<file path="config.mk">
export PLATFORM = sky130hd
export DESIGN_NAME = spd_dist
export DESIGN_NICKNAME = d
export VERILOG_FILES = /design/src/sv/spd_pkg.sv /design/src/sv/spd_dist.sv
export SDC_FILE = /design/constraint.sdc
export NUM_CORES = 2
export LEC_CHECK = 0
export BUFFER_PORTS_ARGS = -buffer_cell sky130_fd_sc_hd__buf_2
export CORE_MARGIN = 4
export CORE_UTILIZATION = 45
export CTS_BUF_LIST = sky130_fd_sc_hd__clkbuf_4 sky130_fd_sc_hd__clkbuf_8
export DETAILED_ROUTE_END_ITERATION = 10
export PLACE_DENSITY_LB_ADDON = 0.2
export SYNTH_ARGS = -nofsm -noshare
export SYNTH_HDL_FRONTEND = slang
export SYNTH_SLANG_ARGS = --single-unit
</file>
<file path="constraint.sdc">
create_clock -name clk -period 9.8 [get_ports clk]
set_clock_uncertainty 0.1 [all_clocks]
set_input_delay 0.49 -clock clk [delete_from_list [all_inputs] [get_ports clk]]
set_output_delay 0.49 -clock clk [all_outputs]
set_load 0.01 [all_outputs]
</file>
<file path="src/sv/spd_pkg.sv">
`timescale 1ns / 1ps
// Shared types and constants of the sorted point store.
// No dependencies; used by every module of the block.
package spd_pkg;

  localparam int CAPACITY_DEF   = 256;
  localparam int COORD_BITS_DEF = 24;
  localparam int IN_COORD_BITS  = 24;
  localparam int RADIUS_BITS    = 23;
  localparam int SQ_BITS        = 2 * RADIUS_BITS;
  localparam int INDEX_BITS     = 8;
  localparam int COUNT_BITS     = 9;
  localparam int IN_TDATA_BITS  = 80;
  localparam int OUT_TDATA_BITS = 32;

  localparam logic CMD_INSERT = 1'b0;
  localparam logic CMD_QUERY  = 1'b1;

  localparam logic [1:0] ST_OK    = 2'd0;
  localparam logic [1:0] ST_FULL  = 2'd1;
  localparam logic [1:0] ST_RANGE = 2'd2;

  typedef struct packed {
    logic rotate;
    logic insert;
  } cell_ctrl_t;

endpackage

</file>
<file path="src/sv/spd_dist.sv">
`timescale 1ns / 1ps
// Three-stage squared distance test of a streamed point against the target.
// Depends on spd_pkg.
module spd_dist #(
  parameter int CB = spd_pkg::COORD_BITS_DEF
) (
  input  logic                            clk,
  input  logic                            rst,
  input  logic                            in_valid,
  input  logic [3*CB-1:0]                 a,
  input  logic [3*CB-1:0]                 b,
  input  logic [spd_pkg::RADIUS_BITS-1:0] radius,
  input  logic [spd_pkg::SQ_BITS-1:0]     r_sq,
  output logic                            hit
);
  import spd_pkg::*;

  localparam int DW = (CB + 1 > RADIUS_BITS) ? CB + 1 : RADIUS_BITS;

  logic [DW-1:0]          d_next [3];
  logic [DW-1:0]          d      [3];
  logic                   far_next;
  logic                   v1, far1, v2, far2;
  logic [SQ_BITS-1:0]     sq [3];
  logic [SQ_BITS+1:0]     sum;

  always_comb begin
    logic signed [CB:0] diff;
    far_next = 1'b0;
    for (int i = 0; i < 3; i++) begin
      diff = (CB+1)'($signed(a[i*CB +: CB])) - (CB+1)'($signed(b[i*CB +: CB]));
      d_next[i] = diff[CB] ? DW'(-diff) : DW'(diff);
      far_next = far_next | (d_next[i] > DW'(radius));
    end
  end

  assign sum = (SQ_BITS+2)'(sq[0]) + (SQ_BITS+2)'(sq[1]) + (SQ_BITS+2)'(sq[2]);

  always_ff @(posedge clk) begin
    if (rst) begin
      v1  <= 1'b0;
      v2  <= 1'b0;
      hit <= 1'b0;
    end else begin
      v1  <= in_valid;
      v2  <= v1;
      hit <= v2 && !far2 && (sum <= (SQ_BITS+2)'(r_sq));
    end
    far1 <= far_next;
    far2 <= far1;
    for (int i = 0; i < 3; i++) begin
      d[i]  <= d_next[i];
      sq[i] <= d[i][RADIUS_BITS-1:0] * d[i][RADIUS_BITS-1:0];
    end
  end

endmodule

</file>
==> impl_metrics.yaml <==
placed_design:
  post-dp-hpwl_um: 139700
  port_buffers: 216
  gp_congestion: 0.8962
sta:
  drv_slew: 0
  finalCriticalPeriod_ps: 8405
  fmax_mhz: 119.0
  finalHoldViolCount: 0
  setup_viol: 0
  worst_pin_slew_ps: 1147
  maxSlewHeadroom_pct: 21.56
  finalSetupTns_ps: 0
  rsz0062_at_grt: "false"
  period_share_pct: 85.76
cts:
  numCtsBuffers: 44
  post_cts_buffers: 0
  cts_root_buf: "clkbuf_8"
  cts_tree: "done"
  clkSinkCount: 209
  cts.htree.levels: 2
  clock_tree.buffer_depth: 3
  path_clk_slew_ps: 60
  postCtsResizedCells: 0
  clkLatencyLatePin_ps: 650
setup_path:
  cp-start-kind: "register"
  worstSetupPathType: "register to register"
  worstSetupEndpointType: "register"
  crit_arrival_ps: 8820
  critPathRequiredTime_ps: 10220
  r2r_slack_ps: 1400
  critPathMaxFanout: 23
route:
  vias: 44700
  detail_route.first_pass.iterations: 7
  drt_iter0_drc: 2254
  wirelength_um: 158800
  avgRoutedWirePerCell_um: 18.24
  vias_per_cell: 5.134
  postRouteAntennaNets: 0
  route.detailed.drc: 0
synthesis:
  synth_top_area_share_pct: 39.65
  synth_most_common_cell: "inv_1"
  syn-instance-count: 6730
  synth_warnings: 0
  ys_ff_latch: 209
  synth_edf_count: 0
  netlist_top_cells_count: "1682 x inv_1, 1204 x fa_1, 754 x ha_1, 535 x nand2_1, 311 x and2_1"
  async_reset_ff_share_pct: 0
  synthDistinctLibCells: 93
  synthTopCellsByArea: "fa_1 40%, ha_1 16%, inv_1 10%"
  synth_largest_area_cell: "fa_1"
  syn-mean-instance-area_um2: 9.032
  synth-main-ff-cell: "dfxtp_1"
  yosysSeqAreaShare_pct: 6.883
  syn_area_mm2: 0.06079
cells_and_area:
  fillers: 12930
  synthToLayoutAreaGrowth_pct: 6.996
  finalNetCount: 9076
  drive_gt1_share_pct: 6.591
worst_hold_path:
  hold_class: "register to register"
outcome:
  outcome: "finished, final reports clean"
grt:
  track_usage_pct: 23.03
  grt_max_degree: 24
  grtUsageMet3_pct: 4.691
  grtUsageMet1_pct: 30.37
  gr-total-overflow: 0
  grt_use_met2_pct: 37.81
  busiest_layer: "met2"
  antenna_found_initial: 7
  grt_pass1_wl_um: 254800
  grt_pass1_vias: 47720
run:
  max_cap_violations: 0
floorplanning:
  die_area_mm2: 0.1410
  die_w_um: 375.5
  start_util_pct: 45.43
  rows: 134
  die_y_um: 375.5
  fp.coreArea_mm2: 0.1338
  ios: 217
[metrics by stage]
step	instances	worst slack [ps]	area, um2	hold slack, ps	utilization (%)
3_5_place_dp	8622	1464	64060	215.8	47.88
3_3_place_gp	8622	1550	64060	215.9	47.88
6_report	8707	1395	65040	230.4	48.61
5_1_grt	8703	978.4	65030	248.1	48.60
4_1_cts	8702	1422	65030	231.9	48.60
2_1_floorplan	6731	2179	60790	209.6	-
[cell usage in the layout, fill, tap and decap left out, types with 14 or more instances in the layout]
cell type,count
ha_1,754
nand3_1,66
and3_1,29
nand4_1,43
buf_2,216
dfxtp_1,209
and2_1,311
o31ai_1,21
nor2b_1,64
xor2_1,102
a21oi_1,266
nand2b_1,41
o21bai_1,43
a21o_1,167
clkbuf_8,49
nor2_1,257
or3_1,14
buf_4,87
inv_1,1682
nor4_1,17
or2_2,21
xnor2_1,196
a211oi_1,32
nand2_1,535
o21ai_0,128
o21a_1,43
a31oi_1,29
fa_1,1204
nor3_1,57
[sequential cells by signal (all words and copies together), names as in the netlist]
| register | cells |
|---|---|
| v1 | 1 |
| far1 | 1 |
| d | 69 |
| hit | 1 |
| far2 | 1 |
| sq | 135 |
| v2 | 1 |
[critical path: stages (launching register included)]
cell and delay [ps]:
dfxtp_1 1000, nand2_1 250, fa_1 540, fa_1 520, inv_1 50, fa_1 560
fa_1 450, fa_1 570, fa_1 430, fa_1 440, ha_1 380, a21o_1 190
a21oi_1 160, o21bai_1 120, a311o_1 400, o41ai_2 500, o21ai_1 260, a221oi_2 470
o31a_1 230, a2bb2oi_1 300, mux2i_1 220, o2111ai_1 120
[kinds of logic (layout without fill, tap and decap cells)]
family                   Yosys count  after routing  share of synthesized area, %
XOR/XNOR                         298            298                         4.294
other                              2              8                       0.01235
adder cells (fa/ha/maj)         1958           1958                         55.17
multiplexers                      15             15                        0.2593
flip-flops                       209            209                         6.883
AO/OA/AOI/OAI                    888            888                         9.761
buffers and inverters           1865           2068                         11.52
AND/OR/NAND/NOR                 1495           1495                         12.10
[layer usage]
metal | share of wire, % | wire, um | vias to the layer above
met3 | 7.0 | 11080 | 234
met1 | 42 | 67460 | 22150
met2 | 46 | 73770 | 1152
met5 | 0.017 | 27 | -
li1 | - | - | 21160
met4 | 4.1 | 6438 | 4
[final timing paths]
kind	startpoint	cells after the start	end
hold reg to reg	far1$_DFF_P_	0	far2$_DFF_P_
hold / removal	far1$_DFF_P_	0	far2$_DFF_P_
setup / recovery	d[0][41]$_DFF_P_	21	sq[0][88]$_DFF_P_
setup reg to reg	d[0][41]$_DFF_P_	21	sq[0][88]$_DFF_P_
[area by class of cell]
type	instances	area, um2	share of cell area [%]
Sequential cell	209	4184	6.433
Inverter	1685	6325	9.725
Multi-Input combinational cell	4657	49610	76.27
Clock buffer	58	742.0	1.141
Antenna cell	5	12.51	0.01924
Clock inverter	20	205.2	0.3155
Tap cell	1768	2212	3.401
Timing Repair Buffer	305	1754	2.697
[timing repair]
action / in CTS / in global routing
endpoints found under the hold margin: 2 / 0
setup endpoints to repair: 0 / 0
hold buffers: 2 / 0
Power is not shown: default switching activity piles up to over one toggle a cycle in this logic, so the estimate is an artifact.
