File: config.mk
export PLATFORM = sky130hd
export DESIGN_NAME = spd_cell
export DESIGN_NICKNAME = d
export VERILOG_FILES = /design/src/sv/spd_pkg.sv /design/src/sv/spd_cell.sv
export SDC_FILE = /design/constraint.sdc
export NUM_CORES = 1
export LEC_CHECK = 0
export BUFFER_PORTS_ARGS = -buffer_cell sky130_fd_sc_hd__buf_2
export CELL_PAD_IN_SITES_DETAIL_PLACEMENT = 1
export CELL_PAD_IN_SITES_GLOBAL_PLACEMENT = 1
export CORE_MARGIN = 4
export CORE_UTILIZATION = 32
export DETAILED_ROUTE_END_ITERATION = 10
export HOLD_SLACK_MARGIN = 0.12
export PLACE_DENSITY_LB_ADDON = 0.1
export SLEW_MARGIN = 20
export SYNTH_ARGS = -nofsm -noshare
export SYNTH_HDL_FRONTEND = slang
export SYNTH_SLANG_ARGS = --single-unit
File: constraint.sdc
create_clock -name clk -period 13.06 [get_ports clk]
set_clock_uncertainty 0.2 [all_clocks]
set_input_delay 1.959 -clock clk [delete_from_list [all_inputs] [get_ports clk]]
set_output_delay 1.959 -clock clk [all_outputs]
set_load 0.01 [all_outputs]
File: src/sv/spd_pkg.sv
`timescale 1ns / 1ps
// Shared types and constants of the sorted point store.
// No dependencies; used by every module of the block.
package spd_pkg;

  localparam int CAPACITY_DEF   = 256;
  localparam int COORD_BITS_DEF = 24;
  localparam int IN_COORD_BITS  = 24;
  localparam int RADIUS_BITS    = 23;
  localparam int SQ_BITS        = 2 * RADIUS_BITS;
  localparam int INDEX_BITS     = 8;
  localparam int COUNT_BITS     = 9;
  localparam int IN_TDATA_BITS  = 80;
  localparam int OUT_TDATA_BITS = 32;

  localparam logic CMD_INSERT = 1'b0;
  localparam logic CMD_QUERY  = 1'b1;

  localparam logic [1:0] ST_OK    = 2'd0;
  localparam logic [1:0] ST_FULL  = 2'd1;
  localparam logic [1:0] ST_RANGE = 2'd2;

  typedef struct packed {
    logic rotate;
    logic insert;
  } cell_ctrl_t;

endpackage

File: src/sv/spd_cell.sv
`timescale 1ns / 1ps
// One storage cell of the point chain: holds one point; rotates, or on insert shifts or takes the new point.
// Depends on spd_pkg.
module spd_cell #(
  parameter int K          = 0,
  parameter int CB         = spd_pkg::COORD_BITS_DEF,
  parameter int FW         = 9
) (
  input  logic                    clk,
  input  spd_pkg::cell_ctrl_t     ctrl,
  input  logic [FW-1:0]           fill,
  input  logic [3*CB-1:0]         new_pt,
  input  logic [3*CB-1:0]         right_pt,
  input  logic [3*CB-1:0]         left_pt,
  input  logic                    lt_prev,
  output logic [3*CB-1:0]         pt,
  output logic                    lt
);
  import spd_pkg::*;

  localparam logic [FW-1:0] IDX = FW'(K);

  assign lt = (IDX < fill) && ($signed(pt[CB-1:0]) < $signed(new_pt[CB-1:0]));

  always_ff @(posedge clk) begin
    if (ctrl.rotate) begin
      pt <= right_pt;
    end else if (ctrl.insert && !lt) begin
      pt <= lt_prev ? new_pt : left_pt;
    end
  end

endmodule

==> results of run 1 <==
## per-layer routing
metal | GRT usage (%) | up-vias | part of all wire, %
met1 | 19.8 | 1926 | 35
met2 | 33.2 | 172 | 53
met5 | 0 | - | 0
met4 | 6.78 | 0 | 1.8
met3 | 6.04 | 18 | 9.8
li1 | - | 2047 | -
## cell type report
type / count / area (sq um)
Clock buffer: 9 / 225
Fill cell: 1595 / 6950
Inverter: 23 / 86.3
Clock inverter: 7 / 62.6
Tap cell: 176 / 220
Multi-Input combinational cell: 284 / 1940
Antenna cell: 1 / 2.50
Sequential cell: 72 / 2160
Timing Repair Buffer: 304 / 1550
## layout by cell type, fill, tap and decap left out
cell,n
sky130_fd_sc_hd__buf_2,299
sky130_fd_sc_hd__nand2_1,79
sky130_fd_sc_hd__o21ai_0,73
sky130_fd_sc_hd__mux2i_1,72
sky130_fd_sc_hd__edfxtp_1,72
sky130_fd_sc_hd__inv_1,23
sky130_fd_sc_hd__ha_1,23
sky130_fd_sc_hd__clkbuf_16,9
sky130_fd_sc_hd__a21oi_1,8
sky130_fd_sc_hd__buf_4,4
sky130_fd_sc_hd__nor3_1,3
sky130_fd_sc_hd__nand3_1,3
sky130_fd_sc_hd__nand4_1,2
sky130_fd_sc_hd__nor2_1,2
sky130_fd_sc_hd__a211oi_1,2
sky130_fd_sc_hd__clkinv_2,2
sky130_fd_sc_hd__clkinvlp_4,2
sky130_fd_sc_hd__clkinv_1,2
sky130_fd_sc_hd__diode_2,1
sky130_fd_sc_hd__or4_1,1
sky130_fd_sc_hd__o211ai_1,1
sky130_fd_sc_hd__nand2b_1,1
sky130_fd_sc_hd__and4_1,1
sky130_fd_sc_hd__a21oi_4,1
sky130_fd_sc_hd__a21oi_2,1
sky130_fd_sc_hd__o21ai_1,1
sky130_fd_sc_hd__a211o_1,1
sky130_fd_sc_hd__a21boi_0,1
sky130_fd_sc_hd__a41o_2,1
sky130_fd_sc_hd__nor4_1,1
sky130_fd_sc_hd__o311a_4,1
sky130_fd_sc_hd__o21a_1,1
sky130_fd_sc_hd__a31o_2,1
sky130_fd_sc_hd__nor4b_1,1
sky130_fd_sc_hd__o211ai_2,1
sky130_fd_sc_hd__or3b_4,1
sky130_fd_sc_hd__bufinv_16,1
sky130_fd_sc_hd__buf_12,1
## worst register-to-register path, cell delays in order, from the launching register on
cell,delay (ns)
sky130_fd_sc_hd__edfxtp_1,0.40
sky130_fd_sc_hd__ha_1,0.32
sky130_fd_sc_hd__and4_1,0.23
sky130_fd_sc_hd__a211o_1,0.30
sky130_fd_sc_hd__o311a_4,0.38
sky130_fd_sc_hd__nor4b_1,0.30
sky130_fd_sc_hd__or3b_4,0.48
sky130_fd_sc_hd__buf_12,0.32
## logic make-up after synthesis
kind of cell,after synthesis
AOI/OAI and AO/OA,94
buffers and inverters,47
muxes,72
and+or+nand+nor,95
DFF,72
adders and majority gates,23
## power by group
part	internal (mW)	total [mW]	switching [mW]
registers	0.293	0.302	0.00944
logic	0.0752	0.168	0.0925
clock network	0.146	0.241	0.0954
## worst paths after layout
check	startpoint	end	cells after the start
worst max register to register	pt[6]$_DFFE_PP_	pt[25]$_DFFE_PP_	7
worst min-delay path	pt[23]$_DFFE_PP_	pt[23]$_DFFE_PP_	3
worst max-delay path	new_pt[6]	lt	9
worst min register to register	pt[23]$_DFFE_PP_	pt[23]$_DFFE_PP_	3
==> summary.md, run 1 <==
| Metric | Value |
|---|---|
| GRT Residual Overflow | `0` |
| Final instance count without filler cells | `876` |
| Mapped cell area | `0.00428 sq mm` |
| Via density | `4.75` |
| Total track usage | `18.3%` |
| CP Buf/Inv Count | `3` |
| Final Util | `47.3%` |
| Input/output buffers | `301` |
| Cell family contributing the most delay on the critical path | `compound AO/OA/AOI/OAI gates` |
| Area added between synthesis and finish | `45.8%` |
| Slew HR | `57.1%` |
| Xor and xnor fraction of the mapped netlist area | `0%` |
| Final Instance Area | `0.00624 sq mm` |
| Final wirelength | `14,600 um` |
| Clk buf depth | `2` |
| Placed inst area | `0.00593 sq mm` |
| # nets final | `946` |
| Warnings from Yosys | `0` |
| CP dominant cell by count | `sky130_fd_sc_hd__buf_2` |
| Detailed-routing iteration count for the pre-antenna-repair pass | `4` |
| Setup repair after global routing missed its margin | `no` |
| Total negative setup slack | `0 ns` |
| Sum of internal, switching and leakage power | `0.711 mW` |
| Part of the cycle the worst path needs | `45.8%` |
| Clock tree from TritonCTS | `built` |
| Violation count after the first detailed-routing iteration | `117` |
| Gate Count Post-Synth | `403` |
| Outcome | `finished, final reports clean` |
| Vias after detailed routing | `4,163` |
| Clock latency reported for the late side of the worst-skew pair | `0.34 ns` |
| Slowest cell on the critical path | `sky130_fd_sc_hd__o311a_4` |
| Synthesized net count | `655` |
| Area share of fa/ha/maj cells after synthesis | `6.72%` |
| Maximum cell stage delay along the critical path | `0.38 ns` |
| Number of max-capacitance violations reported | `0` |
| Row cnt | `42` |
| Mean cell area of the mapped netlist | `10.6 sq um` |
| Prevailing post-synth register cell | `sky130_fd_sc_hd__edfxtp_1` |
| Power density over cell area | `114 mW/mm^2` |
| H-tree levels | `3` |
| WP data required | `10.90 ns` |
| Combinational family with the most area after synthesis | `multiplexers` |
| Leading post-synthesis cells by cell area | `sky130_fd_sc_hd__edfxtp_1 50%, sky130_fd_sc_hd__mux2i_1 17%, sky130_fd_sc_hd__o21ai_0 8.5%` |
| Detailed-route wire length per cell | `16.7 um` |
| Post-cts gate resize count | `0` |
| Synth area leader | `sky130_fd_sc_hd__edfxtp_1` |
| Asr flop ratio synth | `0%` |
| Registers with the highest flip-flop counts | `pt: 72 flops` |
| Number of global-route vias before repair | `4,213` |
| Clk sinks | `72` |
| Placeable core region | `0.0132 sq mm` |
| Area share of and/or/nand/nor cells after synthesis | `9.17%` |
| Area fraction in compound gates after synthesis | `12.5%` |
| First-pass GRT wire length | `21,300 um` |
| Worst hold slack | `1.27 ns` |
| Type of the tightest min-delay check | `register to register` |
| Largest net degree at the start of global routing | `74` |
| Peak Freq | `167 MHz` |
| Distinct cell type count after synthesis | `31` |
| Number of buffers created by CTS | `9` |
| Cell types with the highest counts after synthesis | `79 x sky130_fd_sc_hd__nand2_1, 73 x sky130_fd_sc_hd__o21ai_0, 72 x sky130_fd_sc_hd__edfxtp_1, 72 x sky130_fd_sc_hd__mux2i_1` |
| Peak supply drop | `0.0000617 V` |
| Overall die area | `0.0153 sq mm` |
| FF+latch count, synth | `72` |
| Post-CTS setup buffer count | `0` |
| Final setup slack of the worst path | `7.07 ns` |
| Initial antenna violation count | `0` |
| Final HPWL from detailed placement | `11,800 um` |
| Number of flip-flops in the largest register | `72` |
| Element type at the critical path start | `input pin` |
| Num ports | `302` |
| Worst setup EP type | `output port` |
| Multiplexer share of the synthesized area | `16.8%` |
| Leakage power summed over all cells | `3.15 nW` |
| Startpoint-to-endpoint class of the critical path | `input pin to output port` |
| Top-count cell post-synth | `sky130_fd_sc_hd__nand2_1` |
| Pre-CTS worst setup slack | `7.06 ns` |
| Clock-pin slew on the worst setup and hold paths | `0.06 ns` |
| CP Cell Sequence | `buf_2, inv_1, ha_1, and4_1, a211o_1, o311a_4, o21a_1, a211oi_1, buf_2` |
| Number of failing setup endpoints in the final timing report | `0` |
| Highest net fanout along the worst path | `4` |
| Total count of hold-check failures in the final report | `0` |
| Final critical path time including I/O delays and setup | `5.99 ns` |
| Initial core utilization | `32.5%` |
| Number of enable-type register cells in the synthesized netlist | `72` |
| Number of pins with negative max-slew slack in the final report | `0` |
| Number of hold buffers added after cts | `0` |
| Number of antenna-violating nets in the routed design | `0` |
| Sequential share of the synthesized area | `50.5%` |
| Die extent in x | `124 um` |
| Detailed-route DRC error count | `0` |
| Worst setup slack for register-to-register paths | `9.76 ns` |
| Die height | `124 um` |
| Share of the synthesized area in the top cell type | `50.5%` |
| CTS root buffer | `sky130_fd_sc_hd__clkbuf_16` |
| Largest reg by FF count | `pt` |
| Transition time of the tightest slew-check pin | `0.643 ns` |
| Fraction of layout instances using a drive strength above 1 | `46.5%` |
| Arrival time worst endpoint | `3.83 ns` |
| Last weighted congestion value of the routability-driven placer | `0.767` |
| Dpl cells | `858` |
No activity file was read; power rests on OpenSTA's default activity.
==> run 2, diff against run 1 <==
Settings changed: CORE_UTILIZATION 32 to 27.
Clock period 13.06 ns to 5 ns, I/O delays scaled along.
==> run 2 against run 1 <==
Compared with the run above:
- clock-buffer cell count unchanged
- sequential power grew to 2.6 times the previous value
- wire length down 0.13%
- non-clock buffer count is the same
- first-iteration DRC count down 31%
- register-to-register slack lost 8.1 ns
- worst hold slack worse by 0.77 ns
- sequential share of layout area is 0.50 points lower
- power rose to 2.7 times the previous value
- core utilization is 6.1 points lower
==> summary.md, run 2 (synthesis gave the netlist of run 1 again) <==
| Metric | Value |
|---|---|
| Number of pins with negative max-slew slack in the final report | `0` |
| Number of failing setup endpoints in the final timing report | `0` |
| Peak supply drop | `0.000131 V` |
| Die height | `134 um` |
| Cell family contributing the most delay on the critical path | `simple AND/OR/NAND/NOR gates` |
| Number of fill cells | `1,854` |
| Peak Freq | `276 MHz` |
| Total negative setup slack | `0 ns` |
| WP data required | `4.05 ns` |
| Num ports | `302` |
| Clock tree from TritonCTS | `built` |
| Final HPWL from detailed placement | `12,100 um` |
| Setup repair after global routing missed its margin | `no` |
| Destination of the worst register-to-register timing path | `pt[46]$_DFFE_PP_` |
| Slew HR | `34.3%` |
| Reg2Reg Launch Point | `pt[11]$_DFFE_PP_` |
| Source of the critical timing path | `new_pt[23]` |
| Area added between synthesis and finish | `47.9%` |
| Post-CTS setup buffer count | `0` |
| Arrival time worst endpoint | `2.67 ns` |
| Detailed-route wire length per cell | `16.0 um` |
| Last weighted congestion value of the routability-driven placer | `0.771` |
| Number of global-route vias before repair | `4,333` |
| Largest net degree at the start of global routing | `77` |
| Number of buffers created by CTS | `9` |
| CP Cell Sequence | `buf_2, inv_1, ha_1, nand4_1, nor4_1, o311a_4, nor3_1, a211oi_1, buf_2` |
| Final critical path time including I/O delays and setup | `3.62 ns` |
| Initial core utilization | `27.9%` |
| Worst setup EP type | `output port` |
| Placed inst area | `0.00600 sq mm` |
| Type of the tightest min-delay check | `input pin to register` |
| Total track usage | `15.8%` |
| Outcome | `finished, final reports clean` |
| Input/output buffers | `301` |
| Part of the cycle the worst path needs | `72.5%` |
| Violation count after the first detailed-routing iteration | `81` |
| Row cnt | `45` |
| Total number of cells along the worst setup path | `9` |
| Clock latency reported for the late side of the worst-skew pair | `0.33 ns` |
| Final wirelength | `14,600 um` |
| Registers with the highest flip-flop counts | `pt: 72 flops` |
| Fraction of layout instances using a drive strength above 1 | `46.5%` |
| Die extent in x | `134 um` |
| Clock-pin slew on the worst setup and hold paths | `0.05 ns` |
| Largest reg by FF count | `pt` |
| Area of the multi-input gates | `0.00194 sq mm` |
| Detailed-route DRC error count | `0` |
| First-pass GRT wire length | `22,200 um` |
| Slowest cell on the critical path | `sky130_fd_sc_hd__nor4_1` |
| Vias after detailed routing | `4,078` |
| Overall die area | `0.0179 sq mm` |
| Number of flip-flops in the largest register | `72` |
| Leading cell type in the layout, fill and taps excluded | `sky130_fd_sc_hd__buf_2` |
| Number of hold buffers added after cts | `0` |
| H-tree levels | `3` |
| CTS root buffer | `sky130_fd_sc_hd__clkbuf_16` |
| Clk sinks | `72` |
| Leakage power summed over all cells | `3.17 nW` |
| Total count of hold-check failures in the final report | `0` |
| Maximum cell stage delay along the critical path | `0.44 ns` |
| Cells on worst reg2reg path | `8` |
| Clk buf depth | `2` |
| Worst setup slack for register-to-register paths | `1.71 ns` |
| CP dominant cell by count | `sky130_fd_sc_hd__buf_2` |
| Via density | `4.48` |
| Power density over cell area | `308 mW/mm^2` |
| GRT Residual Overflow | `0` |
| Final Instance Area | `0.00634 sq mm` |
| Highest net fanout along the worst path | `6` |
| Initial antenna violation count | `2` |
| Sequential Area | `0.00216 sq mm` |
| Startpoint-to-endpoint class of the critical path | `input pin to output port` |
| Number of max-capacitance violations reported | `0` |
| Most used cells in the layout excluding fill and tap cells | `299 x sky130_fd_sc_hd__buf_2, 79 x sky130_fd_sc_hd__nand2_1, 73 x sky130_fd_sc_hd__o21ai_0` |
| Transition time of the tightest slew-check pin | `0.986 ns` |
| Post-cts gate resize count | `0` |
| Worst hold slack | `0.501 ns` |
| Number of antenna-violating nets in the routed design | `0` |
| Element type at the critical path start | `input pin` |
| Final Util | `41.2%` |
| Critical path capture point | `lt` |
| Placeable core region | `0.0154 sq mm` |
| Detailed-routing iteration count for the pre-antenna-repair pass | `4` |
| CP Buf/Inv Count | `3` |
| # nets final | `946` |
## run 2: cell count changes in the layout (fill, tap and decap cells not counted), sizes merged
cell      delta
clkinv       -1
bufinv       +2
clkinvlp     -1
## run 2: report_power, final
part           switching, mW  leakage (nW)  internal, mW
Clock                  0.240         0.161         0.483
Combinational          0.244          2.28         0.197
Sequential            0.0248         0.730         0.765
Total                  0.509          3.17          1.44
## run 2: per-stage QoR
stage / cells / setup WS, ns / power [mW]
5_1_grt: 911 / 1.17 / 2.07
3_5_place_dp: 894 / 1.15 / 1.26
4_1_cts: 910 / 1.31 / 1.99
3_3_place_gp: 894 / 1.25 / 1.25
2_1_floorplan: 403 / 0.554 / 1.02
6_report: 911 / 1.38 / 1.95
## run 2: cell type report
type	instances	share of cell area [%]
Tap cell	211	4.17
Clock buffer	9	3.55
Inverter	23	1.36
Multi-Input combinational cell	284	30.6
Clock inverter	7	1.74
Sequential cell	72	34.1
Antenna cell	1	0.0395
Timing Repair Buffer	304	24.4
## run 2: metal layers
layer  GRT usage (%)  vias up  share of wire, %
met4            5.89        2               1.7
met5               0        -             0.089
met2            28.2      187                51
met3            5.55       17               9.7
met1            17.2     1822                38
li1                -     2050                 -
## run 2: worst reg2reg max path: cells and delay by family (launching register included)
family	cells	cell delay (ns)
AO/OA/AOI/OAI	4	0.88
AND/OR/NAND/NOR	2	0.81
buffers and inverters	1	0.31
adder cells (fa/ha/maj)	1	0.34
flip-flops	1	0.41
## run 2: worst min-delay path by stage
stage	startpoint	to	slack [ns]	cells past startpoint
2_1_floorplan	right_pt[69]	pt[69]$_DFFE_PP_	0.74	2
3_3_place_gp	right_pt[22]	pt[22]$_DFFE_PP_	0.83	3
3_5_place_dp	right_pt[23]	pt[23]$_DFFE_PP_	0.83	3
4_1_cts	right_pt[23]	pt[23]$_DFFE_PP_	0.48	3
5_1_grt	right_pt[23]	pt[23]$_DFFE_PP_	0.50	3
6_report	right_pt[69]	pt[69]$_DFFE_PP_	0.50	3
